==> src/indexed_sequence_store_unit_macros.svh <==
// Assertion macros shared by the indexed sequence store unit.
// Each macro checks a property on the rising edge of clk, disabled while rst_n is low.
`ifndef INDEXED_SEQUENCE_STORE_UNIT_MACROS_SVH
`define INDEXED_SEQUENCE_STORE_UNIT_MACROS_SVH

`ifndef SYNTHESIS
// Same-cycle implication.
`define ISU_ASSERT_SAME(lbl, ante, cons) \
  lbl: assert property (@(posedge clk) disable iff (!rst_n) (ante) |-> (cons)) \
    else $error("same-cycle property failed");
// Next-cycle implication.
`define ISU_ASSERT_NEXT(lbl, ante, cons) \
  lbl: assert property (@(posedge clk) disable iff (!rst_n) (ante) |=> (cons)) \
    else $error("next-cycle property failed");
`else
`define ISU_ASSERT_SAME(lbl, ante, cons)
`define ISU_ASSERT_NEXT(lbl, ante, cons)
`endif

`endif

==> src/isu_pkg.sv <==
package isu_pkg;

  localparam int POS_W    = 5;
  localparam int VAL_W    = 32;
  localparam int TOTAL_W  = 5;
  localparam int REQ_W    = 2;
  localparam int STATUS_W = 2;

  localparam logic [REQ_W-1:0] REQ_INSERT = 2'd0;
  localparam logic [REQ_W-1:0] REQ_REMOVE = 2'd1;
  localparam logic [REQ_W-1:0] REQ_READ   = 2'd2;
  localparam logic [REQ_W-1:0] REQ_CLEAR  = 2'd3;

  localparam logic [STATUS_W-1:0] ST_OK    = 2'd0;
  localparam logic [STATUS_W-1:0] ST_FULL  = 2'd1;
  localparam logic [STATUS_W-1:0] ST_EMPTY = 2'd2;
  localparam logic [STATUS_W-1:0] ST_RANGE = 2'd3;

  // Shift command broadcast to every cell of the chain.
  typedef struct packed {
    logic ins;  // open a slot at the index and load the new value
    logic rem;  // close the slot at the index
  } cell_cmd_t;

endpackage

==> src/isu_in_if.sv <==
interface isu_in_if;
  import isu_pkg::*;

  logic                       valid;
  logic                       ready;
  logic [REQ_W-1:0]           req_type;
  logic [POS_W-1:0]           position;
  logic signed [VAL_W-1:0]    item_value;

  modport source (output valid, output req_type, output position, output item_value,
                  input ready);
  modport sink   (input valid, input req_type, input position, input item_value,
                  output ready);
endinterface

==> src/isu_out_if.sv <==
interface isu_out_if;
  import isu_pkg::*;

  logic                       valid;
  logic                       ready;
  logic signed [VAL_W-1:0]    read_value;
  logic [TOTAL_W-1:0]         element_total;
  logic [STATUS_W-1:0]        status;

  modport source (output valid, output read_value, output element_total, output status,
                  input ready);
  modport sink   (input valid, input read_value, input element_total, input status,
                  output ready);
endinterface

==> src/isu_cell.sv <==
module isu_cell #(
  parameter int IDX_W = 4,
  parameter int DW    = 32,
  parameter int IDX   = 0
) (
  input  logic               clk,
  input  isu_pkg::cell_cmd_t cmd,
  input  logic [IDX_W-1:0]   idx,
  input  logic [DW-1:0]      new_val,
  input  logic [DW-1:0]      left_val,
  input  logic [DW-1:0]      right_val,
  output logic [DW-1:0]      data_q
);
  import isu_pkg::*;

  localparam logic [IDX_W-1:0] MY_IDX = IDX_W'(IDX);

  logic [DW-1:0] data_r;
  logic [DW-1:0] data_nxt;

  // On insert, the cell at the slot loads the new value and cells above the slot take their
  // left neighbor; on remove, cells at or above the slot take their right neighbor.
  always_comb begin
    data_nxt = data_r;
    if (cmd.ins) begin
      if (MY_IDX == idx) begin
        data_nxt = new_val;
      end else if (MY_IDX > idx) begin
        data_nxt = left_val;
      end
    end else if (cmd.rem && (MY_IDX >= idx)) begin
      data_nxt = right_val;
    end
  end

  always_ff @(posedge clk) begin
    data_r <= data_nxt;
  end

  assign data_q = data_r;

endmodule

==> src/indexed_sequence_store_unit.sv <==
// A request's result is registered and shown in the cycle after the request is taken.
// Throughput: one request per cycle unless the output register stalls; the chain of cells shifts in the same edge.
// The output register stalls the input only while a result waits with out_ready low.
// Reset (synchronous, rst_n low) empties the store and drops any pending result;
// cell contents are not cleared, since only positions below the count are read.
`include "indexed_sequence_store_unit_macros.svh"

module indexed_sequence_store_unit #(
  parameter int CAPACITY   = 16,
  parameter int DATA_WIDTH = 32
) (
  input logic        clk,
  input logic        rst_n,
  isu_in_if.sink     in_ch,
  isu_out_if.source  out_ch
);
  import isu_pkg::*;

  // Index width addresses one cell; count width can also hold CAPACITY itself.
  localparam int IDX_W = (CAPACITY > 1) ? $clog2(CAPACITY) : 1;
  localparam int CNT_W = $clog2(CAPACITY + 1);
  localparam int CMP_W = (CNT_W > POS_W) ? CNT_W : POS_W;
  localparam logic [CNT_W-1:0] CAP_CNT = CNT_W'(CAPACITY);

  // Element count and the registered result.
  logic [CNT_W-1:0]        count_r;
  logic [CNT_W-1:0]        count_nxt;
  logic                    out_valid_r;
  logic signed [VAL_W-1:0] read_value_r;
  logic [TOTAL_W-1:0]      total_r;
  logic [STATUS_W-1:0]     status_r;

  logic                    accept;
  logic                    full;
  logic                    empty;
  logic                    pos_past_end;
  logic [CMP_W-1:0]        pos_x;
  logic [CMP_W-1:0]        cnt_x;
  logic [IDX_W-1:0]        ins_idx;
  logic [IDX_W-1:0]        rem_idx;
  logic [IDX_W-1:0]        shift_idx;
  logic [IDX_W-1:0]        rd_idx;
  cell_cmd_t               cmd;
  logic [DATA_WIDTH-1:0]   new_val;
  logic [DATA_WIDTH-1:0]   cell_q [CAPACITY];
  logic signed [63:0]      rd_wide;
  logic signed [VAL_W-1:0] rd_value;
  logic [STATUS_W-1:0]     status_nxt;

  // A new request is taken whenever the output register is free or being emptied,
  // so a waiting result never blocks the transfer behind it for more than that stall.
  // No request is taken while reset is held.
  assign in_ch.ready = rst_n && (!out_valid_r || out_ch.ready);
  assign accept      = in_ch.valid && in_ch.ready;

  assign full         = (count_r == CAP_CNT);
  assign empty        = (count_r == '0);
  assign pos_x        = CMP_W'(in_ch.position);
  assign cnt_x        = CMP_W'(count_r);
  assign pos_past_end = (pos_x >= cnt_x);

  // A position at or past the count means the tail: the append slot for an insert,
  // the last element for a remove. Below the count the position fits the index width.
  assign ins_idx = pos_past_end ? IDX_W'(count_r) : IDX_W'(in_ch.position);
  assign rem_idx = pos_past_end ? IDX_W'(count_r - CNT_W'(1)) : IDX_W'(in_ch.position);
  assign rd_idx  = IDX_W'(in_ch.position);

  assign cmd.ins   = accept && (in_ch.req_type == REQ_INSERT) && !full;
  assign cmd.rem   = accept && (in_ch.req_type == REQ_REMOVE) && !empty;
  assign shift_idx = cmd.ins ? ins_idx : rem_idx;

  // Values are kept in their low DATA_WIDTH bits, taken from the unsigned input word.
  assign new_val = DATA_WIDTH'($unsigned(in_ch.item_value));

  // Chain of cells: each cell sees its two neighbors and the broadcast command.
  // The ends of the chain feed back their own contents where no neighbor exists.
  for (genvar g = 0; g < CAPACITY; g++) begin : g_cell
    logic [DATA_WIDTH-1:0] left_val;
    logic [DATA_WIDTH-1:0] right_val;

    if (g == 0) begin : g_first
      assign left_val = cell_q[g];
    end else begin : g_mid_l
      assign left_val = cell_q[g-1];
    end

    if (g == CAPACITY - 1) begin : g_last
      assign right_val = cell_q[g];
    end else begin : g_mid_r
      assign right_val = cell_q[g+1];
    end

    isu_cell #(
      .IDX_W (IDX_W),
      .DW    (DATA_WIDTH),
      .IDX   (g)
    ) u_cell (
      .clk       (clk),
      .cmd       (cmd),
      .idx       (shift_idx),
      .new_val   (new_val),
      .left_val  (left_val),
      .right_val (right_val),
      .data_q    (cell_q[g])
    );
  end

  // The read value is sign-extended from the stored width, then cut to the port width.
  assign rd_wide  = 64'($signed(cell_q[rd_idx]));
  assign rd_value = rd_wide[VAL_W-1:0];

  // Next count and status of the request on the input channel.
  always_comb begin
    count_nxt  = count_r;
    status_nxt = ST_OK;
    case (in_ch.req_type)
      REQ_INSERT: begin
        if (full) begin
          status_nxt = ST_FULL;
        end else begin
          count_nxt = count_r + CNT_W'(1);
        end
      end
      REQ_REMOVE: begin
        if (empty) begin
          status_nxt = ST_EMPTY;
        end else begin
          count_nxt = count_r - CNT_W'(1);
        end
      end
      REQ_READ: begin
        if (empty) begin
          status_nxt = ST_EMPTY;
        end else if (pos_past_end) begin
          status_nxt = ST_RANGE;
        end
      end
      REQ_CLEAR: begin
        count_nxt = '0;
      end
      default: begin
        count_nxt = count_r;
      end
    endcase
  end

  // Control state.
  always_ff @(posedge clk) begin
    if (!rst_n) begin
      count_r     <= '0;
      out_valid_r <= 1'b0;
    end else begin
      if (accept) begin
        count_r     <= count_nxt;
        out_valid_r <= 1'b1;
      end else if (out_ch.ready) begin
        out_valid_r <= 1'b0;
      end
    end
  end

  // Result payload, loaded with every accepted request.
  always_ff @(posedge clk) begin
    if (accept) begin
      read_value_r <= ((in_ch.req_type == REQ_READ) && (status_nxt == ST_OK)) ?
                      rd_value : '0;
      total_r      <= TOTAL_W'(count_nxt);
      status_r     <= status_nxt;
    end
  end

  assign out_ch.valid         = out_valid_r;
  assign out_ch.read_value    = read_value_r;
  assign out_ch.element_total = total_r;
  assign out_ch.status        = status_r;

  // The count never passes the capacity.
  `ISU_ASSERT_SAME(a_count_bound, 1'b1, count_r <= CAP_CNT)
  // An insert into a full store is refused and leaves the count alone.
  `ISU_ASSERT_NEXT(a_full_refused, accept && (in_ch.req_type == REQ_INSERT) && full,
                   (status_r == ST_FULL) && (count_r == $past(count_r)))
  // An accepted insert with room grows the count by one.
  `ISU_ASSERT_NEXT(a_insert_grows, cmd.ins, count_r == $past(count_r) + CNT_W'(1))
  // A clear empties the store.
  `ISU_ASSERT_NEXT(a_clear_empties, accept && (in_ch.req_type == REQ_CLEAR),
                   (count_r == '0) && (status_r == ST_OK))
  // A nonzero read value only comes with a good status.
  `ISU_ASSERT_SAME(a_read_status, out_valid_r && (read_value_r != '0), status_r == ST_OK)

endmodule
==> src/flat_wrapper.sv <==
// flat-port wrapper written by rule: the top's interface ports become plain ports
module indexed_sequence_store_unit_flat import isu_pkg::*;
#(
  parameter int CAPACITY   = 16,
  parameter int DATA_WIDTH = 32
)
  (clk, rst_n, in_ch_valid, in_ch_req_type, in_ch_position, in_ch_item_value, in_ch_ready, out_ch_valid, out_ch_read_value, out_ch_element_total, out_ch_status, out_ch_ready);
  isu_in_if in_ch_i ();
  isu_out_if out_ch_i ();
  input logic clk;
  input logic rst_n;
  input wire logic [$bits(in_ch_i.valid)-1:0] in_ch_valid;
  input wire logic [$bits(in_ch_i.req_type)-1:0] in_ch_req_type;
  input wire logic [$bits(in_ch_i.position)-1:0] in_ch_position;
  input wire logic [$bits(in_ch_i.item_value)-1:0] in_ch_item_value;
  output wire logic [$bits(in_ch_i.ready)-1:0] in_ch_ready;
  output wire logic [$bits(out_ch_i.valid)-1:0] out_ch_valid;
  output wire logic [$bits(out_ch_i.read_value)-1:0] out_ch_read_value;
  output wire logic [$bits(out_ch_i.element_total)-1:0] out_ch_element_total;
  output wire logic [$bits(out_ch_i.status)-1:0] out_ch_status;
  input wire logic [$bits(out_ch_i.ready)-1:0] out_ch_ready;
  assign in_ch_i.valid = in_ch_valid;
  assign in_ch_i.req_type = in_ch_req_type;
  assign in_ch_i.position = in_ch_position;
  assign in_ch_i.item_value = in_ch_item_value;
  assign in_ch_ready = in_ch_i.ready;
  assign out_ch_valid = out_ch_i.valid;
  assign out_ch_read_value = out_ch_i.read_value;
  assign out_ch_element_total = out_ch_i.element_total;
  assign out_ch_status = out_ch_i.status;
  assign out_ch_i.ready = out_ch_ready;
  indexed_sequence_store_unit #(.CAPACITY(CAPACITY), .DATA_WIDTH(DATA_WIDTH)) u_core (.clk(clk), .rst_n(rst_n), .in_ch(in_ch_i), .out_ch(out_ch_i));
endmodule
==> config.mk <==
export PLATFORM = sky130hd
export DESIGN_NAME = indexed_sequence_store_unit_flat
export DESIGN_NICKNAME = d
export VERILOG_FILES = /design/src/isu_pkg.sv /design/src/isu_in_if.sv /design/src/isu_out_if.sv /design/src/isu_cell.sv /design/src/indexed_sequence_store_unit.sv /design/src/flat_wrapper.sv
export VERILOG_INCLUDE_DIRS = /design/src /design/src/src
export SDC_FILE = /design/constraint.sdc
export NUM_CORES = 1
export LEC_CHECK = 0
export ABC_AREA = 1
export BUFFER_PORTS_ARGS = -buffer_cell sky130_fd_sc_hd__buf_2
export CELL_PAD_IN_SITES_DETAIL_PLACEMENT = 1
export CELL_PAD_IN_SITES_GLOBAL_PLACEMENT = 1
export CORE_MARGIN = 1.5
export CORE_UTILIZATION = 30
export CTS_CLUSTER_DIAMETER = 120
export CTS_CLUSTER_SIZE = 25
export DETAILED_ROUTE_END_ITERATION = 6
export PLACE_DENSITY_LB_ADDON = 0.1
export SETUP_SLACK_MARGIN = 0.1
export SKIP_CTS_REPAIR_TIMING = 1
export SLEW_MARGIN = 20
export SYNTH_ARGS = -nofsm -noshare
export SYNTH_HDL_FRONTEND = slang
export SYNTH_HIERARCHICAL = 1
export SYNTH_SLANG_ARGS = --single-unit
==> constraint.sdc <==
create_clock -name clk -period 12.59 [get_ports clk]
set_input_delay 0 -clock clk [delete_from_list [all_inputs] [get_ports clk]]
set_output_delay 0 -clock clk [all_outputs]
set_load 0.1 [all_outputs]
==> out/metrics.csv <==
metric;value;unit
Die ar.;139000;µm²
Levels on crit path;14;
CP max stage cell;nor2_4;
area delta synth->final;5.73;%
RSZ-0062 raised after global routing;no;
CP Cell Sequence;inv_1 > ha_1 > nand3_2 > nand2_1 > nor2_4 > buf_4 > nand2_1 > nand3_1 > o21ai_4 > buf_4 > nor2_4 > nand2_2 > a21oi_4 > buf_4;
Static Leak;0.0232;µW
crit path kind;flip-flop to flip-flop;
crit start category;flip-flop;
family with the most delay on the worst path;simple AND/OR/NAND/NOR gates;
Root Buffer;clkbuf_16;
Fmax;0.181;GHz
drt pass-1 iters;5;
H-tree depth;2;
outcome;complete, no violations;
drt total wl;166000;µm
Simple-Gate Fraction of Synth Area;40.2;%
I/O Pins;84;
final cell count without fillers;7837;
min Tclk post-route;5530;ps
distinct cell type count after synthesis;39;
Synth Flop Type;edfxtp_1;
grt ovf;0;
DRC Markers;0;
skew final;29.5;ps
multiplexer area fraction after synthesis;0;%
Final Hold Viols;0;
Area contributors post-synth;edfxtp_1 (40%), nand2_1 (22%), nand3_1 (15%);
syn avg cell area;6.63;µm²
routed vias/inst;4.80;
slowest stage delay, CP;690;ps
part of the Yosys area used for sequential elements;40.6;%
Power per Cell Area;107;nW/µm²
clock transition at the registers of the reported paths;110;ps
detailed placement HPWL;108000;µm
crit path from;u_core/cnt_x[0];
vias;37600;
worst reg2reg startpoint;u_core/cnt_x[0];
crit-path most repeated cell;buf_4;
initial DRC count;2889;
post-synthesis async set-or-reset flop share;0;%
std cell rows;135;
per-cell routed wire length;21.2;µm
Slew Limit Headroom;24.3;%
Post-synth EDFFs;551;
largest area contributor in the synthesized netlist;edfxtp_1;
Post-DRT Antenna Nets;0;
Post-Synth XOR/XNOR Area;0.0640;%
Core Area;136000;µm²
# nets final;6081;
Max Fanout on Critical Path;43;
post-layout util;32.0;%
Die Y-Extent;373;µm
Pwr Total;4640;µW
Placed Instances;7768;
first-pass GRT wire length;251000;µm
hold crit path type;input pin to flip-flop;
#FFs+latches synth;557;
CTS buffer count;34;
initial antenna violation count;0;
GRT Util Overall;23.4;%
worst path bufs/invs;4;
Initial Util;30.3;%
Critical Path RT;12860;ps
CP endpoint;u_core/g_cell[4].u_cell/data_q[24];
final worst path period share;43.9;%
post-synthesis net count;6244;
flop-to-flop setup slack;7060;ps
largest net degree at the start of global routing;138;
Port Buffer Count;83;
post-synthesis instance total;6193;
Max Root-Sink Buffers;3;
area share of fa/ha/maj cells after synthesis;0.244;%
ant diodes;0;
setup tns final;0;ps
top cell type's share of synthesized area;40.3;%
vias in the first global route;38000;
synth warn;6;
largest family of logic cells by synthesized area;simple AND/OR/NAND/NOR gates;
Worst-Skew Late Latency;650;ps
CTS tree;done;
Max Transition Viols Final;0;
WP data arrival;5800;ps
measured slew at the worst slew-check pin;1130;ps
maximum vdd drop;80.8;µV
worst r2r path cells;14;
Critical Path End Type;flip-flop;
Reg-to-Reg End;u_core/g_cell[4].u_cell/data_q[24];
# fillers;17300;
Max Cap Viol;0;
die width;373;µm
clk sinks;557;
Post-Syn Area;41000;µm²
post-synthesis compound-gate area fraction;0.765;%
GPL Wtd Cong;0.790;
share of cells above drive strength 1;5.45;%
Final setup viols;0;
-- worst min path at each step --
| stage | startpoint | endpoint | slack, ps | cells after the start |
|---|---|---|---|---|
| after floorplan | rst_n | u_core/out_ch.valid | 130 | 2 |
| final | in_ch_item_value[20] | u_core/g_cell[15].u_cell/data_q[20] | 40 | 5 |
| after detailed placement | out_ch_ready | u_core/out_ch.valid | 320 | 4 |
| after CTS | out_ch_ready | u_core/out_ch.valid | -390 | 4 |
| after global placement | out_ch_ready | u_core/out_ch.valid | 320 | 4 |
| after global routing | in_ch_item_value[11] | u_core/g_cell[15].u_cell/data_q[11] | 60 | 5 |
-- report_power, final --
| part | internal (µW) | switching, µW |
|---|---|---|
| sequential | 2080 | 35.4 |
| combinational | 227 | 868 |
| clock | 628 | 803 |
-- flip-flops by register name, summed over array words and instances (netlist names) --
register	count
u_core/out_ch.valid	1
u_core/out_ch.read_value	32
u_core/out_ch.element_total	5
u_core/out_ch.status	2
u_core/cnt_x	5
u_core/g_cell.u_cell/data_q	512
-- synthesized netlist by cell type (all sizes together) (3+ instances only) --
cell type     n
xor2          3
nand4         3
clkbuf       39
nor2        131
o21ai         8
or2          34
inv        1347
buf         325
nand3      1278
dfxtp         6
ha            8
edfxtp      551
nand2      2407
a21oi        42
-- cells by family (layout without fill, tap and decap cells) --
| kind of cell | count (synthesis) | after routing |
|---|---|---|
| buffers and inverters | 1711 | 1574 |
| xor gates and xnor gates | 3 | 3 |
| AOI/OAI and AO/OA | 59 | 59 |
| and+or+nand+nor | 3855 | 3855 |
| adders and majority gates | 8 | 8 |
| DFF | 557 | 557 |
-- per-stage QoR --
stage                     cell area [µm²]  worst slack (ps)  hold WS [ps]
after floorplan                     41000              6840           132
after global placement              42100              6880           321
after detailed placement            42100              6780           319
after CTS                           43300              6740          -391
after global routing                43400              6700          62.1
final                               43400              7060          35.8
-- layout make-up --
class,count,area (µm²),share of cell area [%]
Multi-Input combinational cell,3925,17100,39.4
Sequential cell,557,16700,38.4
Inverter,1347,5070,11.7
Tap cell,1781,2230,5.14
Timing Repair Buffer,165,1110,2.55
Clock buffer,39,933,2.15
Clock inverter,23,285,0.657
-- worst reg2reg max path, stage by stage (launching register included) --
cell and delay (ps):
dfxtp_1 420, inv_1 170, ha_1 280, nand3_2 150
nand2_1 140, nor2_4 680, buf_4 600, nand2_1 120
nand3_1 150, o21ai_4 60, buf_4 320, nor2_4 720
nand2_2 630, a21oi_4 270, buf_4 430
-- per-layer routing --
| metal | GRT usage, % | part of all wire [%] |
|---|---|---|
| met5 | 0 | 0 |
| met4 | 4.01 | 1.4 |
| met3 | 1.67 | 3.7 |
| met2 | 37.6 | 44 |
| met1 | 34.6 | 51 |
-- placed cells by master, fill, tap and decap left out, types with 2 or more instances in the layout --
cell type and n:
a211oi_4 2, a21oi_1 35, a21oi_4 7, buf_12 2, buf_2 80, buf_4 75, bufinv_16 3, clkbuf_1 2
clkbuf_16 37, clkinv_1 2, clkinv_4 5, clkinvlp_4 4, dfxtp_1 6, dlygate4sd3_1 6, edfxtp_1 551, ha_1 8
inv_1 1323, inv_2 20, inv_6 5, inv_8 5, nand2_1 2377, nand2_2 25, nand2_4 5, nand3_1 1270
nand3_2 8, nand4_1 3, nor2_1 104, nor2_4 25, o21ai_0 4, o21ai_4 3, o22ai_1 2, or2_0 22
or2_2 11, xor2_1 3
(Power assumes the default switching activity.)
